## config.mk

```make
export PLATFORM = sky130hd
export DESIGN_NAME = tws_back
export DESIGN_NICKNAME = d
export VERILOG_FILES = /design/src/sv/tws_pkg.sv /design/src/sv/tws_back.sv
export SDC_FILE = /design/constraint.sdc
export NUM_CORES = 2
export LEC_CHECK = 0
export BUFFER_PORTS_ARGS = -buffer_cell sky130_fd_sc_hd__buf_2
export CAP_MARGIN = 15
export CORE_AREA = 4 4 360 362
export CTS_CLUSTER_DIAMETER = 60
export DETAILED_ROUTE_END_ITERATION = 7
export DIE_AREA = 0 0 364 366
export PLACE_DENSITY = 0.83
export SETUP_SLACK_MARGIN = 0.3
export SLEW_MARGIN = 0
export SYNTH_ARGS = -nofsm -noshare
export SYNTH_HDL_FRONTEND = slang
export SYNTH_SLANG_ARGS = --single-unit
export TNS_END_PERCENT = 100
```

## constraint.sdc

```tcl
create_clock -name clk_i -period 28.1 [get_ports clk_i]
set_input_delay 5.62 -clock clk_i [delete_from_list [all_inputs] [get_ports clk_i]]
set_output_delay 5.62 -clock clk_i [all_outputs]
set_load 0.01 [all_outputs]
```

## src/sv/tws_pkg.sv

```systemverilog
// Shared types and constants for the throughput window statistics block.
// No dependencies.
package tws_pkg;

  localparam int unsigned NumWin    = 3;
  localparam int unsigned RunMsW    = 27;
  localparam int unsigned CountW    = 20;
  localparam int unsigned DataW     = 32;
  localparam int unsigned PhaseW    = 4;

  localparam logic [DataW-1:0]  TickMs    = 32'd100;
  localparam logic [PhaseW-1:0] PhaseLast = 4'd9;
  localparam logic [PhaseW-1:0] PhaseHalf = 4'd5;

  // window index
  localparam int unsigned Win100ms = 0;
  localparam int unsigned Win500ms = 1;
  localparam int unsigned Win1s    = 2;

  // x / 1000 == (x * RecipMul) >> RecipShift for every 32-bit x
  localparam logic [DataW-1:0] RecipMul   = 32'd2199023256;
  localparam int unsigned      RecipShift = 41;
  localparam int unsigned      SpeedW     = 2 * DataW - RecipShift;

  localparam logic [0:0] CmdBytes = 1'b0;
  localparam logic [0:0] CmdTick  = 1'b1;

  typedef struct packed {
    logic [DataW-1:0] lo;
    logic [DataW-1:0] hi;
    logic [DataW-1:0] avg;
  } stats_t;

  // classified word from front to back
  typedef struct packed {
    logic [NumWin-1:0]             sample;
    logic [NumWin-1:0][DataW-1:0]  scaled;
    logic                          done;
  } mid_entry_t;

  typedef struct packed {
    stats_t [NumWin-1:0] win;
    logic                finished;
  } result_t;

endpackage

```

## src/sv/tws_back.sv

```systemverilog
// Back end: divides scaled deltas by 1000 through a registered reciprocal
// multiply, then updates min/max/average per window. Uses tws_pkg.
module tws_back (
  input  logic                 clk_i,
  input  logic                 rst_ni,
  input  tws_pkg::mid_entry_t  entry_i,
  input  logic                 entry_valid_i,
  output logic                 entry_pop_o,
  output tws_pkg::result_t     result_o,
  output logic                 result_push_o,
  input  logic                 result_full_i
);

  import tws_pkg::*;

  function automatic stats_t step_stats(stats_t s, logic [DataW-1:0] speed);
    stats_t r;
    logic [DataW-1:0] sum;
    r = s;
    if (s.lo == '0 && s.hi == '0 && s.avg == '0) begin
      r.lo  = speed;
      r.hi  = speed;
      r.avg = speed;
    end
    if (speed > r.hi) r.hi = speed;
    if (speed < r.lo) r.lo = speed;
    sum   = r.avg + speed;
    r.avg = sum >> 1;
    return r;
  endfunction

  logic                           s1_valid_q;
  logic [NumWin-1:0]              s1_sample_q;
  logic                           s1_done_q;
  logic [NumWin-1:0][SpeedW-1:0]  s1_speed_q;
  logic [NumWin-1:0][SpeedW-1:0]  speed_d;
  logic [2*DataW-1:0]             prod [NumWin];
  logic                           s1_ready;
  logic                           s1_move;
  stats_t                         stats_q [NumWin];
  stats_t                         stats_d [NumWin];

  assign s1_move     = s1_valid_q && !result_full_i;
  assign s1_ready    = !s1_valid_q || !result_full_i;
  assign entry_pop_o = s1_ready && entry_valid_i;

  always_comb begin
    for (int w = 0; w < NumWin; w++) begin
      prod[w]    = entry_i.scaled[w] * RecipMul;
      speed_d[w] = prod[w][2*DataW-1:RecipShift];
    end
  end

  always_comb begin
    for (int w = 0; w < NumWin; w++) begin
      stats_d[w] = s1_sample_q[w] ? step_stats(stats_q[w], DataW'(s1_speed_q[w]))
                                  : stats_q[w];
      result_o.win[w] = stats_d[w];
    end
    result_o.finished = s1_done_q;
  end

  assign result_push_o = s1_move;

  always_ff @(posedge clk_i or negedge rst_ni) begin
    if (!rst_ni) begin
      s1_valid_q <= 1'b0;
      for (int w = 0; w < NumWin; w++) begin
        stats_q[w] <= '0;
      end
    end else begin
      if (s1_ready) begin
        s1_valid_q <= entry_valid_i;
      end
      if (s1_move) begin
        for (int w = 0; w < NumWin; w++) begin
          stats_q[w] <= stats_d[w];
        end
      end
    end
  end

  always_ff @(posedge clk_i) begin
    if (entry_pop_o) begin
      s1_sample_q <= entry_i.sample;
      s1_done_q   <= entry_i.done;
      s1_speed_q  <= speed_d;
    end
  end

endmodule

```

Word level (Yosys, flattened, before mapping) --
Cells that the tools add are included.
Word-level totals: register bits after elaboration 362, input bits 104, output and inout bits 291, word-level logic and storage cells 59
Cells by class: add/subtract/negate cells 3, $mul 3, order comparisons 6, muxes and demuxes 12, reduce and logical (&&, ||, !) cells 20
Operators by type and width (count):
- two-way mux 96 bit | 6
- zero test 32 bit | 9
- two-way mux 32 bit | 6
- multiplier 32 x 29 -> 61 bit (second input constant) | 3
- adder 32 x 23 -> 32 bit | 3
- > comparator 23 x 32 -> 1 bit | 3
- < comparator 23 x 32 -> 1 bit | 3
- logical AND 1 bit | 8
- zero test 1 bit | 2
- logical OR 1 bit | 1

Longest topological paths before layout --
word-level depth 7, depth in mapped cells 28, depth with buffers taken out 28

Least setup slack after synthesis --
OpenSTA, ideal clock, no wires.
kind input-to-output, start point input entry_valid_i, end point output entry_pop_o, arrival 11.145 ns, data required time 22.480 ns, path slack 11.335 ns, stages 1, buffers on the path 0, cells stage by stage a21boi_0
Between the ends: longest elaborated chain between the ends 1
RTL lines:
- from (decl) | line tws_back.sv:7 | input logic entry_valid_i,
- logical AND 1 bit | line tws_back.sv:45 | assign entry_pop_o = s1_ready && entry_valid_i;
- to (decl) | line tws_back.sv:8 | output logic entry_pop_o,
No other way between the ends.

==> results_dict.tcl <==
set metrics [dict create \
    status "complete, no violations" \
    area_delta_synth_final_pct 7.41 \
    async_reset_ff_frac 0.798 \
    portBuffers 394 \
    drtAntennaViolNets 0 \
    place_congestion 0.965 \
    syn_nets 9390 \
    fin_skew_ps 30.1 \
    fp-row-count 131 \
    fp.dieH_um 366 \
    worst_ep_required_time_ps 22480 \
    initial_core_util 0.526 \
    synth_area_leaders "fa_1 (27%), ha_1 (26%), dfrtp_1 (11%)" \
    nets 9628 \
    wirelength_um 190000 \
    netlist_area_sq_um 66700 \
    synthXorXnorAreaFrac 0.0141 \
    worstPathArrival_ps 7590 \
    clock-sinks 362 \
    synth_area_leader_cell "fa_1" \
    h-tree-depth 2 \
    period_needed_ps 13210 \
    synth_compound_area_frac 0.122 \
    seq_area_frac_synth 0.141 \
    dieWidth_um 364 \
    drive_gt1_frac 0.0861 \
    ys_dominant_reg_cell "dfrtp_1" \
    worst_pin_slew_ps 1150 \
    cts_resized 0 \
    first_global_vias 54500 \
    multiInputGateArea_sq_um 50100 \
    synth-simple-area-share 0.0722 \
    hold_path.class "reg -> reg" \
    max-cap-violations 0 \
    drc 0 \
    hold_violations 0 \
    grt_pass1_wl_um 301000 \
    endpoint_kind "output pin" \
    max_slew_margin 0.232 \
    netlist.area_leader.share 0.269 \
    synth-adder-area-share 0.526 \
    cts_root_buf "clkbuf_16" \
    cp_max_fo 76 \
    fin_tns_setup_ps 0 \
    rsz0062_at_grt "false" \
    grt_usage 0.285 \
    setup-violations-final 0 \
    overflow 0 \
    start_kind "flop" \
    fmax_ghz 0.0757 \
    ys_warn_count 0 \
    crit_start "stats_q[10]$_DFFE_PN0P_" \
    viasPerCell 5.78 \
    synth_edf_count 73 \
    period_share 0.470 \
    hold_path_startpoint "stats_q[157]$_DFFE_PN0P_" \
    synth_commonest_cells "inv_1 (1,678), ha_1 (1,365), fa_1 (897)" \
    synth_mux_area_frac 0.0167 \
    netlist_instances 7024 \
    numCtsBuffers 41 \
    cts_buffer_depth 3 \
    dp_hpwl_um 156000 \
    grt_max_degree 108 \
    coreArea_sq_um 127000 \
    cts_tree "yes" \
    synth_top_family_by_area "adder cells" \
    crit_type "reg -> out" \
    nFillCells 10800 \
    clk_latency_ps 590 \
    num_vias 51800 \
    die-area_sq_um 133000 \
    synth.distinct_cells 79 \
    synth-seq-cells 362 \
    final-seq-area_sq_um 9420 \
    synth_most_common_cell "inv_1" \
    wl_per_cell_um 21.2 \
    finalMaxSlewViolations 0 \
    antenna_found_initial 10 \
    drt-initial-drc-count 4463 \
    io_pins 395 \
    cts_setup_buffers 0 \
    clkTransAtPathRegs_ps 60 \
    r2r-start "stats_q[10]$_DFFE_PN0P_" \
    first_pass_iters 8 \
    avgSynthCellArea_sq_um 9.49 \
    cts_hold_buffers 0 \
]
## layout make-up
type | count | share of cell area
clock buffers | 47 | 0.0155
diodes | 8 | 0.000280
multi-input cells | 4751 | 0.700
repair buffers | 427 | 0.0311
inverters | 1679 | 0.0880
flip-flops and latches | 362 | 0.132
clock inverters | 29 | 0.00475
well taps | 1662 | 0.0290
## worst max-delay path, stage by stage (launching register included)
cell,delay [ps]
dfrtp_1,410
nor4_1,750
nand4_1,210
nor4_1,470
and2_2,530
buf_4,720
a21oi_1,180
ha_1,310
a21o_1,100
a21o_1,110
a21o_1,110
a21o_1,110
a21o_1,100
a21o_1,110
a21oi_1,100
o31ai_1,440
a221oi_1,200
o21ai_4,930
a21oi_1,490
nor2b_1,340
buf_2,190
## layer usage
metal,GRT usage,vias up,part of all wire
met1,0.392,25500,0.42
met4,0.110,4,0.045
li1,-,23500,-
met2,0.454,2298,0.45
met3,0.0440,507,0.082
met5,0,-,0.00018
## flip-flops by register name, indices dropped and copies added, names as in the netlist
name,flops
stats_q,288
s1_speed_q,69
s1_sample_q,3
s1_done_q,1
s1_valid_q,1
## through the flow
stage	cells	cell area (sq um)	utilization	hold WS, ps	worst slack (ps)
after detailed placement	8881	70100	0.554	385	14630
after CTS	8957	71600	0.565	399	15120
after global routing	8961	71600	0.565	415	14350
after floorplan	7024	66700	-	449	11330
final	8965	71600	0.565	399	14890
after global placement	8881	70100	0.554	382	14730
## worst paths after layout
path	endpoint	slack [ps]	depth (start not counted)
max reg2reg	stats_q[64]$_DFFE_PN0P_	20980	19
max in group asynchronous	stats_q[13]$_DFFE_PN0P_	19990	4
min in group asynchronous	stats_q[245]$_DFFE_PN0P_	5120	1
min	stats_q[157]$_DFFE_PN0P_	400	0
max	result_o[288]	14890	20
min reg2reg	stats_q[157]$_DFFE_PN0P_	400	0
## cells in the final DEF, fill, tap and decap left out, types with 48 or more instances in the layout
master and instances:
inv_1 1678, ha_1 1365, fa_1 897, a21oi_1 435, buf_2 393, nand2_1 343, dfrtp_1 289, o21ai_0 221
nor2_1 174, a21o_1 168, mux2_2 92, o211ai_1 89, xnor2_1 76, nand3_1 75, edfxtp_1 73, nor4_1 72
a22o_1 70, nor2b_1 59, nand2b_1 56, nand4_1 51, o21a_1 50, and2_1 49, nor3_1 48
## cells by family (layout without fill, tap and decap cells)
family,Yosys count,after routing
AO/OA/AOI/OAI,1289,1289
XOR/XNOR,107,107
adder cells (fa/ha/maj),2262,2262
buffers and inverters,1911,2182
flip-flops,362,362
multiplexers,100,100
other,0,8
AND/OR/NAND/NOR,993,993
Power is left out: the tool's default activity adds up to more than one toggle a clock period on the data nets, which glitch-free logic cannot reach.
