$ cat src/sv/tws_pkg.sv
// Shared types and constants for the throughput window statistics block.
// No dependencies.
package tws_pkg;

  localparam int unsigned NumWin    = 3;
  localparam int unsigned RunMsW    = 27;
  localparam int unsigned CountW    = 20;
  localparam int unsigned DataW     = 32;
  localparam int unsigned PhaseW    = 4;

  localparam logic [DataW-1:0]  TickMs    = 32'd100;
  localparam logic [PhaseW-1:0] PhaseLast = 4'd9;
  localparam logic [PhaseW-1:0] PhaseHalf = 4'd5;

  // window index
  localparam int unsigned Win100ms = 0;
  localparam int unsigned Win500ms = 1;
  localparam int unsigned Win1s    = 2;

  // x / 1000 == (x * RecipMul) >> RecipShift for every 32-bit x
  localparam logic [DataW-1:0] RecipMul   = 32'd2199023256;
  localparam int unsigned      RecipShift = 41;
  localparam int unsigned      SpeedW     = 2 * DataW - RecipShift;

  localparam logic [0:0] CmdBytes = 1'b0;
  localparam logic [0:0] CmdTick  = 1'b1;

  typedef struct packed {
    logic [DataW-1:0] lo;
    logic [DataW-1:0] hi;
    logic [DataW-1:0] avg;
  } stats_t;

  // classified word from front to back
  typedef struct packed {
    logic [NumWin-1:0]             sample;
    logic [NumWin-1:0][DataW-1:0]  scaled;
    logic                          done;
  } mid_entry_t;

  typedef struct packed {
    stats_t [NumWin-1:0] win;
    logic                finished;
  } result_t;

endpackage

$ cat src/sv/tws_front.sv
// Front end: takes words, keeps byte total, time, tick phase and done flag,
// and hands per-window scaled byte deltas to the back end. Uses tws_pkg.
module tws_front (
  input  logic                          clk_i,
  input  logic                          rst_ni,
  input  logic                          cfg_valid_i,
  input  logic [tws_pkg::RunMsW-1:0]    cfg_run_ms_i,
  input  logic                          accept_i,
  input  logic                          command_i,
  input  logic [tws_pkg::CountW-1:0]    byte_count_i,
  output tws_pkg::mid_entry_t           entry_o
);

  import tws_pkg::*;

  logic [RunMsW-1:0]  run_ms_q;
  logic [DataW-1:0]   total_q, total_d;
  logic [DataW-1:0]   elapsed_q, elapsed_d;
  logic [PhaseW-1:0]  phase_q, phase_d;
  logic               done_q, done_d;
  logic [DataW-1:0]   last_q [NumWin];
  logic [DataW-1:0]   delta [NumWin];
  logic [NumWin-1:0]  sample;

  always_comb begin
    total_d   = total_q;
    elapsed_d = elapsed_q;
    phase_d   = phase_q;
    done_d    = done_q;
    sample    = '0;
    if (!done_q) begin
      if (command_i == CmdBytes) begin
        total_d = total_q + DataW'(byte_count_i);
      end else begin
        elapsed_d = elapsed_q + TickMs;
        phase_d   = (phase_q == PhaseLast) ? '0 : phase_q + 1'b1;
        sample[Win100ms] = 1'b1;
        sample[Win500ms] = (phase_d == '0) || (phase_d == PhaseHalf);
        sample[Win1s]    = (phase_d == '0);
        done_d = (elapsed_d == DataW'(run_ms_q));
      end
    end
    for (int w = 0; w < NumWin; w++) begin
      delta[w] = total_q - last_q[w];
    end
  end

  // delta * (1000/window) * 8, wrapping
  assign entry_o.sample           = sample;
  assign entry_o.scaled[Win100ms] = (delta[Win100ms] << 6) + (delta[Win100ms] << 4);
  assign entry_o.scaled[Win500ms] = delta[Win500ms] << 4;
  assign entry_o.scaled[Win1s]    = delta[Win1s] << 3;
  assign entry_o.done             = done_d;

  always_ff @(posedge clk_i or negedge rst_ni) begin
    if (!rst_ni) begin
      run_ms_q  <= '0;
      total_q   <= '0;
      elapsed_q <= '0;
      phase_q   <= '0;
      done_q    <= 1'b0;
      for (int w = 0; w < NumWin; w++) begin
        last_q[w] <= '0;
      end
    end else begin
      if (cfg_valid_i) begin
        run_ms_q <= cfg_run_ms_i;
      end
      if (accept_i) begin
        total_q   <= total_d;
        elapsed_q <= elapsed_d;
        phase_q   <= phase_d;
        done_q    <= done_d;
        for (int w = 0; w < NumWin; w++) begin
          if (sample[w]) begin
            last_q[w] <= total_q;
          end
        end
      end
    end
  end

endmodule

$ cat config.mk
export PLATFORM = sky130hd
export DESIGN_NAME = tws_front
export DESIGN_NICKNAME = d
export VERILOG_FILES = /design/src/sv/tws_pkg.sv /design/src/sv/tws_front.sv
export SDC_FILE = /design/constraint.sdc
export NUM_CORES = 1
export LEC_CHECK = 0
export BUFFER_PORTS_ARGS = -buffer_cell sky130_fd_sc_hd__clkbuf_2
export CAP_MARGIN = 20
export CORE_MARGIN = 4
export CORE_UTILIZATION = 55
export DETAILED_ROUTE_END_ITERATION = 7
export GPL_ROUTABILITY_DRIVEN = 0
export HOLD_SLACK_MARGIN = 0.08
export PLACE_DENSITY = 0.72
export SETUP_SLACK_MARGIN = 0.3
export SYNTH_ARGS = -nofsm -noshare
export SYNTH_HDL_FRONTEND = slang
export SYNTH_SLANG_ARGS = --single-unit
$ cat constraint.sdc
create_clock -name clk_i -period 8.75 [get_ports clk_i]
set_clock_uncertainty 0.05 [all_clocks]
set_input_delay 2.1875 -clock clk_i [delete_from_list [all_inputs] [get_ports clk_i]]
set_output_delay 2.1875 -clock clk_i [all_outputs]
set_load 0.03 [all_outputs]
Word level (Yosys, flattened, before mapping)

Index checks and enable logic that the tools add are counted.

Div/mod/pow operators: 0
$mul: 0
Mux-type cells: 5
Equality and inequality tests: 3
Magnitude comparators: 0
Reductions and logical operators: 7
Shift-type cells: 0
$add $sub $neg: 7
Bitwise logic cells: 2

Operators with widths:

| cell                    | count |
|---|---|
| $sub A28 B28 Y28        | 2 |
| $add A32 B20 Y32        | 1 |
| $add A32 B32 Y32        | 1 |
| $add A32 B7 Y32 const B | 1 |
| $eq A32 B27 Y1          | 1 |
| $sub A29 B29 Y29        | 1 |
| $mux W3                 | 2 |
| $reduce_and A2 Y1       | 3 |
| $reduce_and A3 Y1       | 2 |
| $add A4 B1 Y4 const B   | 1 |
| $eq A4 B3 Y1 const B    | 1 |
| $eq A4 B4 Y1 const B    | 1 |
| $logic_not A4 Y1        | 1 |
| $mux W4                 | 1 |
| $mux W1                 | 2 |
| $not A1 Y1              | 2 |
| $logic_or A1 B1 Y1      | 1 |

Memories kept: 0
Bits in latches: 0
Bits in writable memories: 0
Bits of input ports: 52
Bits in registers: 181
Bits in read-only memories: 0
Output and inout bits: 100
Logic and storage cells: 32

Longest topological paths before layout

Depth in word-level cells: 7
Gate-level depth with buffers: 23
Gate-level depth less buffers: 23

Least setup slack after synthesis

Ideal clock, no wire load.

Path kind: register -> output
From: reg total_q[1]
To: out entry_o[32] (netlist bit)
Data required time: 6.513 ns
Stages on the path, launching flop included: 22
Setup slack: 1.899 ns
Arrival time: 4.613 ns
Path buffers: 0
Cells stage by stage: dfrtp_1 -> inv_1 -> fa_1 -> nor2b_1 -> o21a_1 -> o21ai_1 -> a21oi_1 -> a31o_2 -> o31ai_4 -> a21oi_2 -> o31a_1 -> a21oi_1 -> ha_1 -> a21oi_1 -> nand2_1 -> o21a_1 -> or3_1 -> a32oi_1 -> a31oi_2 -> mux2i_1 -> nand2_1 -> xnor2_1

RTL lines:

| what                   | line            | RTL |
|---|---|---|
| start, declared        | tws_front.sv:17 | `logic [DataW-1:0] total_q, total_d;` |
| start signal, assigned | tws_front.sv:70 | `total_q <= total_d;` |
| end, declared          | tws_front.sv:11 | `output tws_pkg::mid_entry_t entry_o` |

==> results.py <==
metrics = {
    "outcome": {
        "status": "completed",
    },
    "logic_synthesis": {
        "netlist_top_cells_count": "dfrtp_1, nand2_1, ha_1",
        "synth_flop_cell": "dfrtp_1",
        "synth_edf_count": 0,
        "synth_mux_area_share_pct": 4.53,
        "seq_area_frac_synth_pct": 31.8,
        "synth-simple-area-share_pct": 15.3,
        "async_flop_share_pct": 100,
        "ys_types": 85,
        "yosysMostFrequentCell": "dfrtp_1",
        "synth.largest_area_cell": "dfrtp_1",
        "synth-xor-area-share_pct": 11.4,
        "synth_top_family_by_area": "compound AO/OA/AOI/OAI gates",
        "yosys.area_share.adder_pct": 12.2,
        "ys_top_cells_by_area": "dfrtp_1, ha_1, xnor2_1, o21ai_0, mux2_2",
        "synth-seq-cells": 176,
        "syn_area_um2": 13900,
        "synth-compound-area-share_pct": 19.6,
        "syn_inst": 1584,
        "ys_warn_count": 0,
        "synth.avg_cell_area_um2": 8.75,
        "synth_top_area_share_pct": 31.8,
    },
    "sta": {
        "period_minus_slack_ps": 7720,
        "period_share_pct": 88.2,
        "setup_viol": 0,
        "max_slew_margin_pct": 49.8,
        "worstMarginPinSlew_ps": 753,
        "slew_violations": 0,
        "tns_ps": 0,
        "grt_setup_unrepaired": "no",
        "clock.fmax_mhz": 130,
        "hold_viol_final": 0,
    },
    "clock_tree": {
        "h-tree-depth": 4,
        "cts_tree": "yes",
        "post_cts_resized": 0,
        "cts_buffer_depth": 2,
        "holdBufCountCts": 0,
        "cts_buffers": 17,
        "cts.clk_slew.worst_paths_ps": 70,
        "clkSinkCount": 176,
        "cts_root_buf": "clkbuf_16",
        "insertion_delay_ps": 440,
        "postCtsSetupBuffers": 0,
    },
    "finish": {
        "final_net_count": 1894,
        "drive_above_1_share_pct": 16.1,
        "final_util_pct": 63.1,
        "num_antenna_cells": 0,
        "instances_no_fill": 2048,
        "syn2layout_area_growth_pct": 11.6,
    },
    "route": {
        "drt_wl_total_mm": 32.7,
        "avgRoutedWirePerCell_um": 16.0,
        "drt_iter0_markers": 811,
        "drt_pass1_iterations": 6,
        "antenna_left": 0,
        "drc_errors": 0,
        "via_count": 11600,
        "via_per_inst": 5.64,
    },
    "setup_path": {
        "critPathMaxFanout": 8,
        "r2r_start": "elapsed_q[7]",
        "setup.worst_path.start": "total_q[1]",
        "cp_data_required_time_ps": 6510,
        "endpoint_kind": "output port",
        "critPathKind": "reg2out",
        "crit_end": "entry_o[32]",
        "crit_arrival_ps": 5480,
        "start_kind": "flop",
        "timing.rr.end": "done_q",
        "r2r_slack_ps": 5090,
        "reg2reg_depth": 10,
    },
    "global_routing": {
        "grt_pass1_vias": 11300,
        "gr-usage-all-layers_pct": 23.7,
        "grt_max_degree": 69,
        "antenna_found_initial": 0,
        "grt_pass1_wl_mm": 55.4,
        "overflow": 0,
    },
    "worst_hold_path": {
        "hp-class": "reg2reg",
    },
    "die": {
        "rows": 57,
        "dieArea_um2": 27800,
        "initial_core_util_pct": 56.5,
        "pin_count": 152,
        "coreArea_um2": 24500,
        "die_h_um": 167,
        "die_w_um": 167,
    },
    "run": {
        "drv_cap": 0,
    },
    "placement": {
        "dp_hpwl_mm": 25.3,
        "placedCellCount": 2013,
        "port_buffers": 140,
    },
}
area by class of cell:
cell class,instances,area [um^2]
clock buffer,18,429
clock inverter,14,163
fill,2148,9060
inverter,124,465
multi-input combinational,1242,8780
sequential,176,4400
tap,324,405
timing repair buffer,150,827
critical path, stage by stage, from the launching register on:
cell	delay, ps
dfrtp_1	480
inv_1	220
fa_1	510
nor2b_1	130
o21a_1	140
o21ai_1	80
a21oi_1	290
a31o_2	270
o31ai_4	70
a21oi_2	170
o31a_1	270
a21oi_1	100
ha_1	360
a21oi_1	260
o21ai_0	150
o21a_1	180
or3_1	320
a32oi_1	230
a31oi_2	180
mux2i_1	170
nand2_1	80
xnor2_1	160
clkbuf_2	220
registers in the layout, summed over array words and instances, names as in the netlist:
| signal | flops |
|---|---|
| phase_q | 4 |
| last_q | 85 |
| done_q | 1 |
| run_ms_q | 27 |
| elapsed_q | 30 |
| total_q | 29 |
metal layers:
layer	vias to the layer above	global-route usage, %	part of all wire (%)
met2	265	38.9	46
met3	27	2.61	4.2
li1	5775	-	-
met5	-	0	0
met4	0	5.02	0.99
met1	5489	34.4	49
how the worst min path moves through the flow:
stage | startpoint | to | slack (ps) | depth (start not counted)
floorplan | last_q[54] | last_q[54] | 400 | 2
CTS | last_q[32] | last_q[32] | 450 | 2
detailed placement | last_q[32] | last_q[32] | 430 | 2
global route | last_q[53] | last_q[53] | 460 | 1
global placement | last_q[54] | last_q[54] | 420 | 2
finish | last_q[32] | last_q[32] | 450 | 2
layout by cell type (no fill, tap or decap), types with 30 or more instances in the layout:
master,count
dfrtp_1,176
nand2_1,152
clkbuf_2,139
ha_1,126
inv_1,124
o21ai_0,122
xnor2_1,119
nor2_1,104
a21oi_1,95
xor2_1,57
mux2_2,54
a21o_1,41
nand3_1,38
nor3_1,30
metrics by stage:
step	hold slack [ps]	setup WS, ps	area (um^2)
after floorplan	400	1900	13900
after CTS	448	1090	15400
after detailed placement	433	1590	14800
after global routing	464	580	15500
final	445	1030	15500
after global placement	416	1660	14800
logic make-up after synthesis:
family                     count (synthesis)
and+or+nand+nor                          448
AOI/OAI and AO/OA                        417
muxes                                     56
DFF                                      176
adders and majority gates                132
buffers and inverters                    176
xor gates and xnor gates                 178
other                                      1
Power is left out: the tool's default activity adds up to more than one toggle a clock period on the data nets, which glitch-free logic cannot reach.
