[src/sv/tws_fifo.sv]
// Small register queue with full/empty flags.
// Generic; used between front and back and on the result side.
module tws_fifo #(
  parameter int unsigned Width = 8,
  parameter int unsigned Depth = 2
) (
  input  logic             clk_i,
  input  logic             rst_ni,
  input  logic             push_i,
  input  logic [Width-1:0] wdata_i,
  output logic             full_o,
  input  logic             pop_i,
  output logic [Width-1:0] rdata_o,
  output logic             empty_o
);

  localparam int unsigned PtrW = (Depth > 1) ? $clog2(Depth) : 1;
  localparam int unsigned CntW = $clog2(Depth + 1);
  localparam logic [PtrW-1:0] PtrLast = PtrW'(Depth - 1);
  localparam logic [CntW-1:0] CntFull = CntW'(Depth);

  logic [Width-1:0] mem_q [Depth];
  logic [PtrW-1:0]  wptr_q, wptr_d, rptr_q, rptr_d;
  logic [CntW-1:0]  cnt_q, cnt_d;
  logic             do_push, do_pop;

  assign full_o  = (cnt_q == CntFull);
  assign empty_o = (cnt_q == '0);
  assign do_push = push_i && !full_o;
  assign do_pop  = pop_i && !empty_o;
  assign rdata_o = mem_q[rptr_q];

  always_comb begin
    wptr_d = wptr_q;
    rptr_d = rptr_q;
    cnt_d  = cnt_q;
    if (do_push) begin
      wptr_d = (wptr_q == PtrLast) ? '0 : wptr_q + 1'b1;
    end
    if (do_pop) begin
      rptr_d = (rptr_q == PtrLast) ? '0 : rptr_q + 1'b1;
    end
    if (do_push && !do_pop) begin
      cnt_d = cnt_q + 1'b1;
    end else if (do_pop && !do_push) begin
      cnt_d = cnt_q - 1'b1;
    end
  end

  always_ff @(posedge clk_i or negedge rst_ni) begin
    if (!rst_ni) begin
      wptr_q <= '0;
      rptr_q <= '0;
      cnt_q  <= '0;
    end else begin
      wptr_q <= wptr_d;
      rptr_q <= rptr_d;
      cnt_q  <= cnt_d;
    end
  end

  always_ff @(posedge clk_i) begin
    if (do_push) begin
      mem_q[wptr_q] <= wdata_i;
    end
  end

endmodule

[config.mk]
export PLATFORM = sky130hd
export DESIGN_NAME = tws_fifo
export DESIGN_NICKNAME = d
export VERILOG_FILES = /design/src/sv/tws_fifo.sv
export SDC_FILE = /design/constraint.sdc
export NUM_CORES = 1
export LEC_CHECK = 0
export ABC_AREA = 1
export BUFFER_PORTS_ARGS = -buffer_cell sky130_fd_sc_hd__buf_2
export CORE_UTILIZATION = 43
export DETAILED_ROUTE_END_ITERATION = 10
export HOLD_SLACK_MARGIN = 0.03
export PLACE_DENSITY = 0.71
export SYNTH_ARGS = -nofsm -noshare
export SYNTH_HDL_FRONTEND = slang
export SYNTH_SLANG_ARGS = --single-unit
[constraint.sdc]
create_clock -name clk_i -period 3 [get_ports clk_i]
set_input_delay 0.75 -clock clk_i [delete_from_list [all_inputs] [get_ports clk_i]]
set_output_delay 0.75 -clock clk_i [all_outputs]
set_load 0.02 [all_outputs]
**After elaboration in Yosys (flattened, before gate mapping)**

Memories as Yosys holds them, arrays and structs flattened.
Cells that the tools add are included.

- Memory bits (writable): 16
- Memories kept: 1
- Bits in registers: 4
- Logic and storage cells: 25
- Input bits: 12
- Output and inout port bits: 10

Memories:

| memory | depth | bits a word | read ports | clocked after Yosys merged registers in | write ports | RTL line | RTL |
|---|---|---|---|---|---|---|---|
| mem_q | 2 | 8 | 1 | 0 | 1 | 22 | `logic [Width-1:0] mem_q [Depth];` |

- Multiplexer cells: 6
- $add $sub $neg: 4
- Reductions and logical operators: 10
- Equality and inequality tests: 1

Operator list:

| operator | count |
|---|---|
| 1-bit logical AND | 4 |
| 1-bit logical NOT | 4 |
| 1-bit 2-to-1 mux | 4 |
| 2-bit 2-to-1 mux | 2 |
| 1-bit adder, second input constant | 2 |
| 2-bit by 1-bit adder with 2-bit output, second input constant | 1 |
| 2-bit equality test, second input constant | 1 |
| 2-bit logical NOT | 1 |
| 2-bit nonzero test | 1 |
| 2-bit by 1-bit subtractor with 2-bit output, second input constant | 1 |

**Longest topological paths before layout**

Gate-level depths: netlist (run 1).

- Depth after elaboration: 7
- Gate-level depth with buffers: 9
- Mapped depth without buffers: 9

**Worst setup path before layout (run 1)**

No wires, ideal clock.

- Kind: input to register
- Start: input push_i
- End: memory mem_q[1][0] (enable)
- Library setup time: 0.371 ns
- Path buffers: 0
- Slack: 1.410 ns
- Data required time: 2.629 ns
- Stages on the path: 2
- Data arrival time: 1.220 ns
- Path through: o21ai_0 -> nor2_1

- Cells in the longest elaborated chain, start to end: 3

Ends and longest elaborated chain:

| item | RTL line | RTL |
|---|---|---|
| start, declared | 9 | `input logic push_i,` |
| 1-bit logical AND | 29 | `assign do_push = push_i && !full_o;` |
| 1-bit 2-to-1 mux | 63 | `if (do_push) begin` |
| 1-bit 2-to-1 mux (implied by the code) | 64 | `mem_q[wptr_q] <= wdata_i;` |
| end, declared | 22 |  |

Every way passes these cells.

**Final worst setup path (run 1)**

- Start: register rptr_q
- End: output rdata_o[4]

- Cells in the longest elaborated chain, start to end: 1

Ends and longest elaborated chain:

| item | RTL line | RTL |
|---|---|---|
| start, declared | 23 | `logic [PtrW-1:0] wptr_q, wptr_d, rptr_q, rptr_d;` |
| start signal, assigned | 57 | `rptr_q <= rptr_d;` |
| memory 2 x 8 bit | - |  |
| end, declared | 13 | `output logic [Width-1:0] rdata_o,` |

Every way passes these cells.

==> results of run 1 <==
## area by class of cell
| cell class | instances | area (um2) |
|---|---|---|
| tap | 25 | 31.3 |
| clock buffer | 3 | 22.5 |
| fill | 170 | 778 |
| timing repair buffer | 21 | 105 |
| clock inverter | 1 | 3.75 |
| sequential | 20 | 581 |
| multi-input combinational | 44 | 194 |
| inverter | 8 | 30.0 |
## final timing paths
check                               from           to  depth (start not counted)
worst max-delay path              rptr_q   rdata_o[4]                          4
worst min-delay path              rst_ni     cnt_q[1]                          1
worst max register to register  cnt_q[1]  mem_q[1][0]                          3
worst min register to register    wptr_q       wptr_q                          2
max in group asynchronous         rst_ni       rptr_q                          1
min in group clk_i                wptr_q       wptr_q                          2
## per-stage QoR
| step | total power [W] | worst slack, ns |
|---|---|---|
| floorplan | 0.000706 | 1.41 |
| global placement | 0.000812 | 1.18 |
| detailed placement | 0.000823 | 1.15 |
| CTS | 0.000951 | 0.926 |
| global route | 0.00102 | 0.816 |
| finish | 0.000934 | 0.965 |
## worst register-to-register path, cell delays in order, from the launching register on
cell     delay [ns]
dfrtp_1        0.43
inv_1          0.12
o21ai_0        0.11
nor2_1         0.51
## registers in the layout, summed over array words and instances, names as in the netlist
name    cells
cnt_q       2
mem_q      16
rptr_q      1
wptr_q      1
## logic make-up after synthesis
group	synth area share [%]
simple gates	20.1
xor+xnor	1.08
compound gates	1.24
buf+inv	4.33
flops	71.7
fa+ha+maj	1.55
## cells in the final DEF (no fill, tap or decap)
cell type	Yosys	layout
nand2_1	33	33
xnor2_1	1	1
nand3_1	1	1
clkinv_1	0	1
ha_1	1	1
edfxtp_1	16	16
nand3b_1	1	1
nor2_1	2	2
nor2_2	2	2
buf_2	1	21
dfrtp_1	4	4
clkbuf_4	0	3
inv_2	1	1
nand4_1	1	1
inv_1	7	7
o21ai_0	2	2
## where the power goes
part           internal, W  total (W)  switching [W]
registers         0.000386   0.000439      0.0000529
logic             0.000123   0.000369       0.000245
clock network    0.0000484   0.000127      0.0000782
total             0.000558   0.000934       0.000376
## metal layers
metal / vias up / GRT usage (%)
li1: 287 / -
met1: 258 / 16.4
met2: 12 / 24.9
met3: 2 / 5.95
met4: 0 / 9.09
met5: - / 0
==> flow_summary.json, run 1 <==
{
  "instances_no_fill": 122,
  "crit_family": "flip-flops",
  "wl_met3_um": 56,
  "grt_pass1_wl_um": 2040,
  "wire_per_inst_um": 10.4,
  "h-tree-depth": 1,
  "grt_overflow": 0,
  "clk_pin_slew_ns": 0.11,
  "stdcell_area_um2": 967,
  "cts.sinks": 20,
  "synth_ff_type": "edfxtp_1",
  "place_inst": 118,
  "yosysTopAreaCell": "edfxtp_1",
  "ys_async_sr_fraction_pct": 20.0,
  "r2r_setup_slack_ns": 1.49,
  "synth_cell_types": 14,
  "yosysSeqAreaShare_pct": 71.7,
  "io_buffers": 21,
  "rows": 15,
  "ant_nets": 0,
  "synth.most_common_cell": "nand2_1",
  "critPathMaxFanout": 10,
  "min_path_type": "input pin to async pin",
  "syn_area_um2": 810,
  "clk_latency_ns": 0.29,
  "cp-end-kind": "output port",
  "hold_viol_final": 0,
  "dieArea_um2": 2060,
  "via_per_inst": 4.58,
  "antenna_found_initial": 0,
  "postCtsSetupBuffers": 0,
  "syn-instance-count": 73,
  "slowest_stage": "dfrtp_1",
  "track_usage_pct": 15.2,
  "vias": 559,
  "diodes": 0,
  "gp_congestion": 0.737,
  "die_y_um": 45.4,
  "finalSetupTns_ns": 0,
  "wirelength_um": 1270,
  "first_pass_iters": 4,
  "grt_start_max_net_pins": 12,
  "drc": 0,
  "cp-start-kind": "register",
  "grt_pass1_vias": 486,
  "rsz0062_at_grt": "false",
  "dr_wl_met2_um": 668,
  "synth_seq_cells": 20,
  "yosysWarnings": 0,
  "period_needed_ns": 2.03,
  "drv_slew": 0,
  "cellLeakagePower_nw": 0.460,
  "status": "complete, no violations",
  "yosysTopAreaCellShare_pct": 59.4,
  "initial_utilization_pct": 46.4,
  "finalSetupViolCount": 0,
  "cpPeakStageDelay_ns": 0.51,
  "p_per_area_nw_per_um2": 965,
  "drive_gt1_share_pct": 27.8,
  "final_util_pct": 55.4,
  "area_growth_pct": 19.5,
  "syn_avg_cell_area_um2": 11.1,
  "synth-edff-count": 16,
  "clock_path_buffers": 2,
  "ctsHoldBuffers": 0,
  "fp.dieW_um": 45.4,
  "whs_ns": 0.238,
  "cts_tree": "built",
  "timing.slew.headroom_pct": 57.6,
  "clock-root-buffer": "clkbuf_4",
  "io_pins": 22,
  "vdd_drop_max_uv": 481,
  "placed_cell_area_um2": 941,
  "nets": 111,
  "timing.fmax_mhz": 491,
  "critical_path_arrival_ns": 1.28,
  "synth_nets": 86,
  "synth.area.top_cells": "edfxtp_1, nand2_1, dfrtp_1",
  "worst-path-buf-inv": 2,
  "met1Wirelength_um": 527,
  "tightest_slew_ns": 0.634,
  "synth_common_cells": "nand2_1, edfxtp_1, inv_1",
  "path_class": "register to output port",
  "cts_resized": 0,
  "place_hpwl_um": 943,
  "cts_made_buffers": 3,
  "timing.final.crit_share_pct": 67.8,
  "crit_chain": "inv_2, nand2_1, nand2_1, buf_2",
  "max_cap_violations": 0,
  "dr.first_iter.drc_count": 8,
  "cp.required_ns": 2.25,
  "routed.top_layer": "met4",
  "fin_skew_ns": 0.000896,
  "core-area_um2": 1750,
  "cp_common_cell": "nand2_1"
}
No activity file was read; power rests on OpenSTA's default activity.
==> run 2: changes to the inputs <==
--- a/config.mk
+++ b/config.mk
@@ -5,7 +5,7 @@
 export SDC_FILE = /design/constraint.sdc
 export NUM_CORES = 1
 export LEC_CHECK = 0
-export ABC_AREA = 1
+export ABC_AREA = 0
 export BUFFER_PORTS_ARGS = -buffer_cell sky130_fd_sc_hd__buf_2
 export CORE_UTILIZATION = 43
 export DETAILED_ROUTE_END_ITERATION = 10
==> constraint.sdc (replaced) <==
create_clock -name clk_i -period 2.1 [get_ports clk_i]
set_input_delay 0.525 -clock clk_i [delete_from_list [all_inputs] [get_ports clk_i]]
set_output_delay 0.525 -clock clk_i [all_outputs]
set_load 0.02 [all_outputs]
==> flow_summary.json, run 2 <==
{
  "io_buffers": 21,
  "wirelength_um": 1130,
  "synth-adder-area-share_pct": 1.60,
  "synth.area.top_cells": "edfxtp_1, dfrtp_1, mux2_1",
  "cts.sinks": 20,
  "max_cap_violations": 0,
  "synth_top_family_by_area": "multiplexers",
  "wire_per_inst_um": 12.1,
  "min_path_type": "input pin to register",
  "layout_common_cells": "buf_2, edfxtp_1, mux2_1",
  "grt_start_max_net_pins": 11,
  "rsz0062_at_grt": "false",
  "first_pass_iters": 6,
  "num-fill-cells": 153,
  "syn_avg_cell_area_um2": 17.8,
  "synth_xor_area_share_pct": 6.56,
  "status": "finished with violations",
  "ant_nets": 0,
  "hold_viol_final": 0,
  "place_hpwl_um": 862,
  "placed_cell_area_um2": 921,
  "period_needed_ns": 1.94,
  "finalSetupTns_ns": 0,
  "clock-root-buffer": "clkbuf_4",
  "finalSetupViolCount": 0,
  "syn_area_um2": 782,
  "diodes": 0,
  "cts_tree": "built",
  "area_growth_pct": 21.9,
  "die_y_um": 44.6,
  "dr.first_iter.drc_count": 4,
  "synth_compound_area_share_pct": 0.640,
  "final_common_cell": "buf_2",
  "synth_ff_type": "edfxtp_1",
  "rows": 15,
  "track_usage_pct": 13.8,
  "yosys.area_share.simple_pct": 3.84,
  "yosysSeqAreaShare_pct": 74.2,
  "path_class": "register to output port",
  "io_pins": 22,
  "synth_common_cells": "edfxtp_1, mux2_1, dfrtp_1",
  "fin_skew_ns": 0.00220,
  "cellLeakagePower_nw": 0.397,
  "via_per_inst": 4.61,
  "largest_reg_flops": 16,
  "syn-instance-count": 44,
  "violations": "design-rule violations",
  "seqCellArea_um2": 581,
  "drv_slew": 0,
  "h-tree-depth": 1,
  "cts_resized": 0,
  "r2r_setup_slack_ns": 0.59,
  "fp.dieW_um": 44.6,
  "synth-edff-count": 16,
  "dieArea_um2": 1990,
  "critPathMaxFanout": 9,
  "yosysTopAreaCellShare_pct": 61.4,
  "timing.final.crit_share_pct": 92.5,
  "reg_top3": "mem_q x16, cnt_q x2",
  "initial_utilization_pct": 45.8,
  "clk_latency_ns": 0.29,
  "grt_pass1_wl_um": 1780,
  "vias": 433,
  "grt_pass1_vias": 412,
  "tightest_slew_ns": 0.394,
  "cp-start-kind": "register",
  "core-area_um2": 1710,
  "p_per_area_nw_per_um2": 1350,
  "final_util_pct": 55.8,
  "antenna_found_initial": 0,
  "yosysWarnings": 0,
  "cp.required_ns": 1.57,
  "synth.most_common_cell": "edfxtp_1",
  "critical_path_arrival_ns": 1.42,
  "ctsHoldBuffers": 1,
  "timing.slew.headroom_pct": 73.7,
  "cp-end-kind": "output port",
  "postCtsSetupBuffers": 0,
  "synthMuxAreaShare_pct": 11.5,
  "grt_overflow": 0,
  "gp_congestion": 0.623,
  "synth_nets": 57,
  "cts_made_buffers": 3,
  "synth_seq_cells": 20,
  "whs_ns": 0.418,
  "timing.fmax_mhz": 515,
  "drc": 1,
  "stdcell_area_um2": 953,
  "ys_async_sr_fraction_pct": 20.0,
  "top_register": "mem_q",
  "clk_pin_slew_ns": 0.10,
  "synth_cell_types": 15,
  "clock_path_buffers": 2,
  "yosysTopAreaCell": "edfxtp_1",
  "multi_input_area_um2": 189,
  "nets": 84,
  "drive_gt1_share_pct": 42.0,
  "vdd_drop_max_uv": 679
}
run 2: routing by layer:
metal  GRT usage, %  routed length, um  vias up  part of all wire [%]
li1               -                  -      208                     -
met1           14.9                459      212                    40
met2           21.8                631       11                    56
met3           6.12                 24        2                   2.1
met4           9.09                 19        0                   1.7
met5              0                  0        -                     0
run 2: logic make-up (layout without fill, tap and decap cells):
| kind of cell | Yosys count | after routing |
|---|---|---|
| fa+ha+maj | 1 | 1 |
| mux | 8 | 8 |
| flops | 20 | 20 |
| buf+inv | 3 | 28 |
| xor+xnor | 5 | 5 |
| compound gates | 1 | 1 |
| simple gates | 6 | 6 |
run 2: path summary, 6_finish.rpt:
| path | start | end | cells after the start |
|---|---|---|---|
| max in group asynchronous | rst_ni | rptr_q | 2 |
| max | rptr_q | rdata_o[7] | 2 |
| min in group asynchronous | rst_ni | cnt_q[1] | 2 |
| min reg2reg | cnt_q[1] | cnt_q[1] | 1 |
| min | wdata_i[2] | mem_q[1][2] | 1 |
| max reg2reg | cnt_q[0] | mem_q[0][3] | 4 |
run 2: power by group:
| part | leakage [nW] | switching (W) | total, W | internal [W] |
|---|---|---|---|---|
| Sequential | 0.195 | 0.0000878 | 0.000642 | 0.000554 |
| Clock | 0.0138 | 0.000103 | 0.000170 | 0.0000667 |
| Combinational | 0.188 | 0.000262 | 0.000476 | 0.000214 |
run 2: area by class of cell:
cell class / count / area share [%]
clock buffer: 3 / 2.36
tap: 25 / 3.28
timing repair buffer: 23 / 12.9
sequential: 20 / 60.9
multi-input combinational: 21 / 19.8
inverter: 2 / 0.787
run 2: worst max-delay path, cell delays in order, from the launching register on:
cell and delay (ns):
dfrtp_1 0.59, mux2_2 0.38, buf_2 0.16
run 2: metrics by stage:
step	setup slack, ns	cells	total power, W
6_report	0.157	94	0.00129
5_1_grt	0.0720	94	0.00138
4_1_cts	0.132	94	0.00131
3_5_place_dp	0.476	90	0.00113
3_3_place_gp	0.491	90	0.00112
2_1_floorplan	0.664	44	0.000986
==> run 3: changes to the inputs <==
==> constraint.sdc (replaced) <==
create_clock -name clk_i -period 2.1 [get_ports clk_i]
set_input_delay 0.21 -clock clk_i [delete_from_list [all_inputs] [get_ports clk_i]]
set_output_delay 0.21 -clock clk_i [all_outputs]
set_load 0.02 [all_outputs]
==> flow_summary.json, run 3 (same netlist as run 2, synthesis figures left out) <==
{
  "max_cap_violations": 0,
  "grt_pass1_vias": 379,
  "min_path_type": "input pin to register",
  "io_buffers": 21,
  "via_per_inst": 4.67,
  "cp-end-kind": "output port",
  "wirelength_um": 1150,
  "cts_tree": "built",
  "rsz0062_at_grt": "false",
  "vdd_drop_max_uv": 756,
  "grt_start_max_net_pins": 12,
  "largest_reg_flops": 16,
  "clock_path_buffers": 2,
  "finalSetupViolCount": 0,
  "placed_cell_area_um2": 913,
  "drc": 1,
  "cts_made_buffers": 3,
  "top_register": "mem_q",
  "rows": 15,
  "reg_top3": "mem_q x16, cnt_q x2",
  "io_pins": 22,
  "cp.required_ns": 1.89,
  "dieArea_um2": 1990,
  "drive_gt1_share_pct": 40.6,
  "fin_skew_ns": 0.00118,
  "cp-start-kind": "register",
  "path_class": "register to output port",
  "wire_per_inst_um": 12.2,
  "violations": "design-rule violations",
  "area_growth_pct": 21.4,
  "drv_slew": 0,
  "clock-root-buffer": "clkbuf_4",
  "finalSetupTns_ns": 0,
  "nets": 83,
  "period_needed_ns": 1.63,
  "ant_nets": 0,
  "gp_congestion": 0.642,
  "diodes": 0,
  "timing.final.crit_share_pct": 77.6,
  "antenna_found_initial": 0,
  "cts_resized": 0,
  "num-fill-cells": 146,
  "grt_overflow": 0,
  "stdcell_area_um2": 950,
  "clk_latency_ns": 0.30,
  "critPathMaxFanout": 9,
  "vias": 439,
  "critical_path_arrival_ns": 1.42,
  "grt_pass1_wl_um": 1690,
  "cellLeakagePower_nw": 0.394,
  "layout_common_cells": "buf_2, edfxtp_1, mux2_1",
  "h-tree-depth": 1,
  "status": "finished with violations",
  "first_pass_iters": 6,
  "timing.slew.headroom_pct": 56.6,
  "cts.sinks": 20,
  "clk_pin_slew_ns": 0.11,
  "place_hpwl_um": 803,
  "postCtsSetupBuffers": 0,
  "initial_utilization_pct": 45.8,
  "fp.dieW_um": 44.6,
  "hold_viol_final": 0,
  "dr.first_iter.drc_count": 4,
  "timing.fmax_mhz": 614,
  "track_usage_pct": 13.4,
  "final_common_cell": "buf_2",
  "p_per_area_nw_per_um2": 1360,
  "tightest_slew_ns": 0.648,
  "core-area_um2": 1710,
  "die_y_um": 44.6
}
run 3: changes by cell type in the layout (fill, tap and decap cells not counted), sizes merged:
cell,change
buf,-1
clkinv,+1
run 3: layout make-up:
| class | instances | area [um2] | share of cell area, % |
|---|---|---|---|
| sequential | 20 | 581 | 61.1 |
| multi-input combinational | 21 | 189 | 19.9 |
| timing repair buffer | 22 | 115 | 12.1 |
| tap | 25 | 31.3 | 3.29 |
| clock buffer | 3 | 22.5 | 2.37 |
| inverter | 2 | 7.51 | 0.791 |
| clock inverter | 1 | 3.75 | 0.395 |
run 3: final timing paths:
check | to | depth (start not counted) | startpoint | slack [ns]
setup reg to reg | mem_q[0][0] | 3 | cnt_q[0] | 0.51
min in group asynchronous | cnt_q[1] | 2 | rst_ni | 0.23
hold / removal | mem_q[1][2] | 1 | wdata_i[2] | 0.09
max in group asynchronous | rptr_q | 2 | rst_ni | 1.75
hold reg to reg | wptr_q | 1 | wptr_q | 0.53
setup / recovery | rdata_o[2] | 2 | rptr_q | 0.47
run 3: metrics by stage:
stage / setup slack, ns / total power [W] / util [%] / hold WS [ns] / cells
after floorplan: 0.708 / 0.000986 / - / -0.0856 / 44
after global routing: 0.397 / 0.00137 / 55.6 / 0.0700 / 94
final: 0.471 / 0.00130 / 55.6 / 0.0855 / 94
after global placement: 0.577 / 0.00111 / 53.5 / 0.0220 / 89
after detailed placement: 0.495 / 0.00113 / 53.5 / 0.0233 / 89
after CTS: 0.444 / 0.00131 / 55.6 / 0.0815 / 94
run 3: report_power, final:
group / total, W / leakage [nW] / switching, W / internal [W]
logic: 0.000470 / 0.183 / 0.000265 / 0.000206
registers: 0.000639 / 0.195 / 0.0000845 / 0.000554
clock network: 0.000186 / 0.0154 / 0.000117 / 0.0000695
run 3: metal layers:
| metal | wire [um] | track usage, % | vias to the layer above |
|---|---|---|---|
| met4 | 22 | 10.9 | 0 |
| met3 | 60 | 5.71 | 3 |
| met5 | 0 | 0 | - |
| met2 | 572 | 20.0 | 14 |
| li1 | - | - | 207 |
| met1 | 492 | 14.9 | 215 |
run 3: timing repair:
item	in CTS	in global routing
hold buffers	1	0
hold endpoints to repair	4	0
setup endpoints to repair	0	0
run 3: critical path, cell delays in order (launching register included):
cell and delay, ns:
dfrtp_1 0.58, mux2_2 0.37, buf_2 0.16
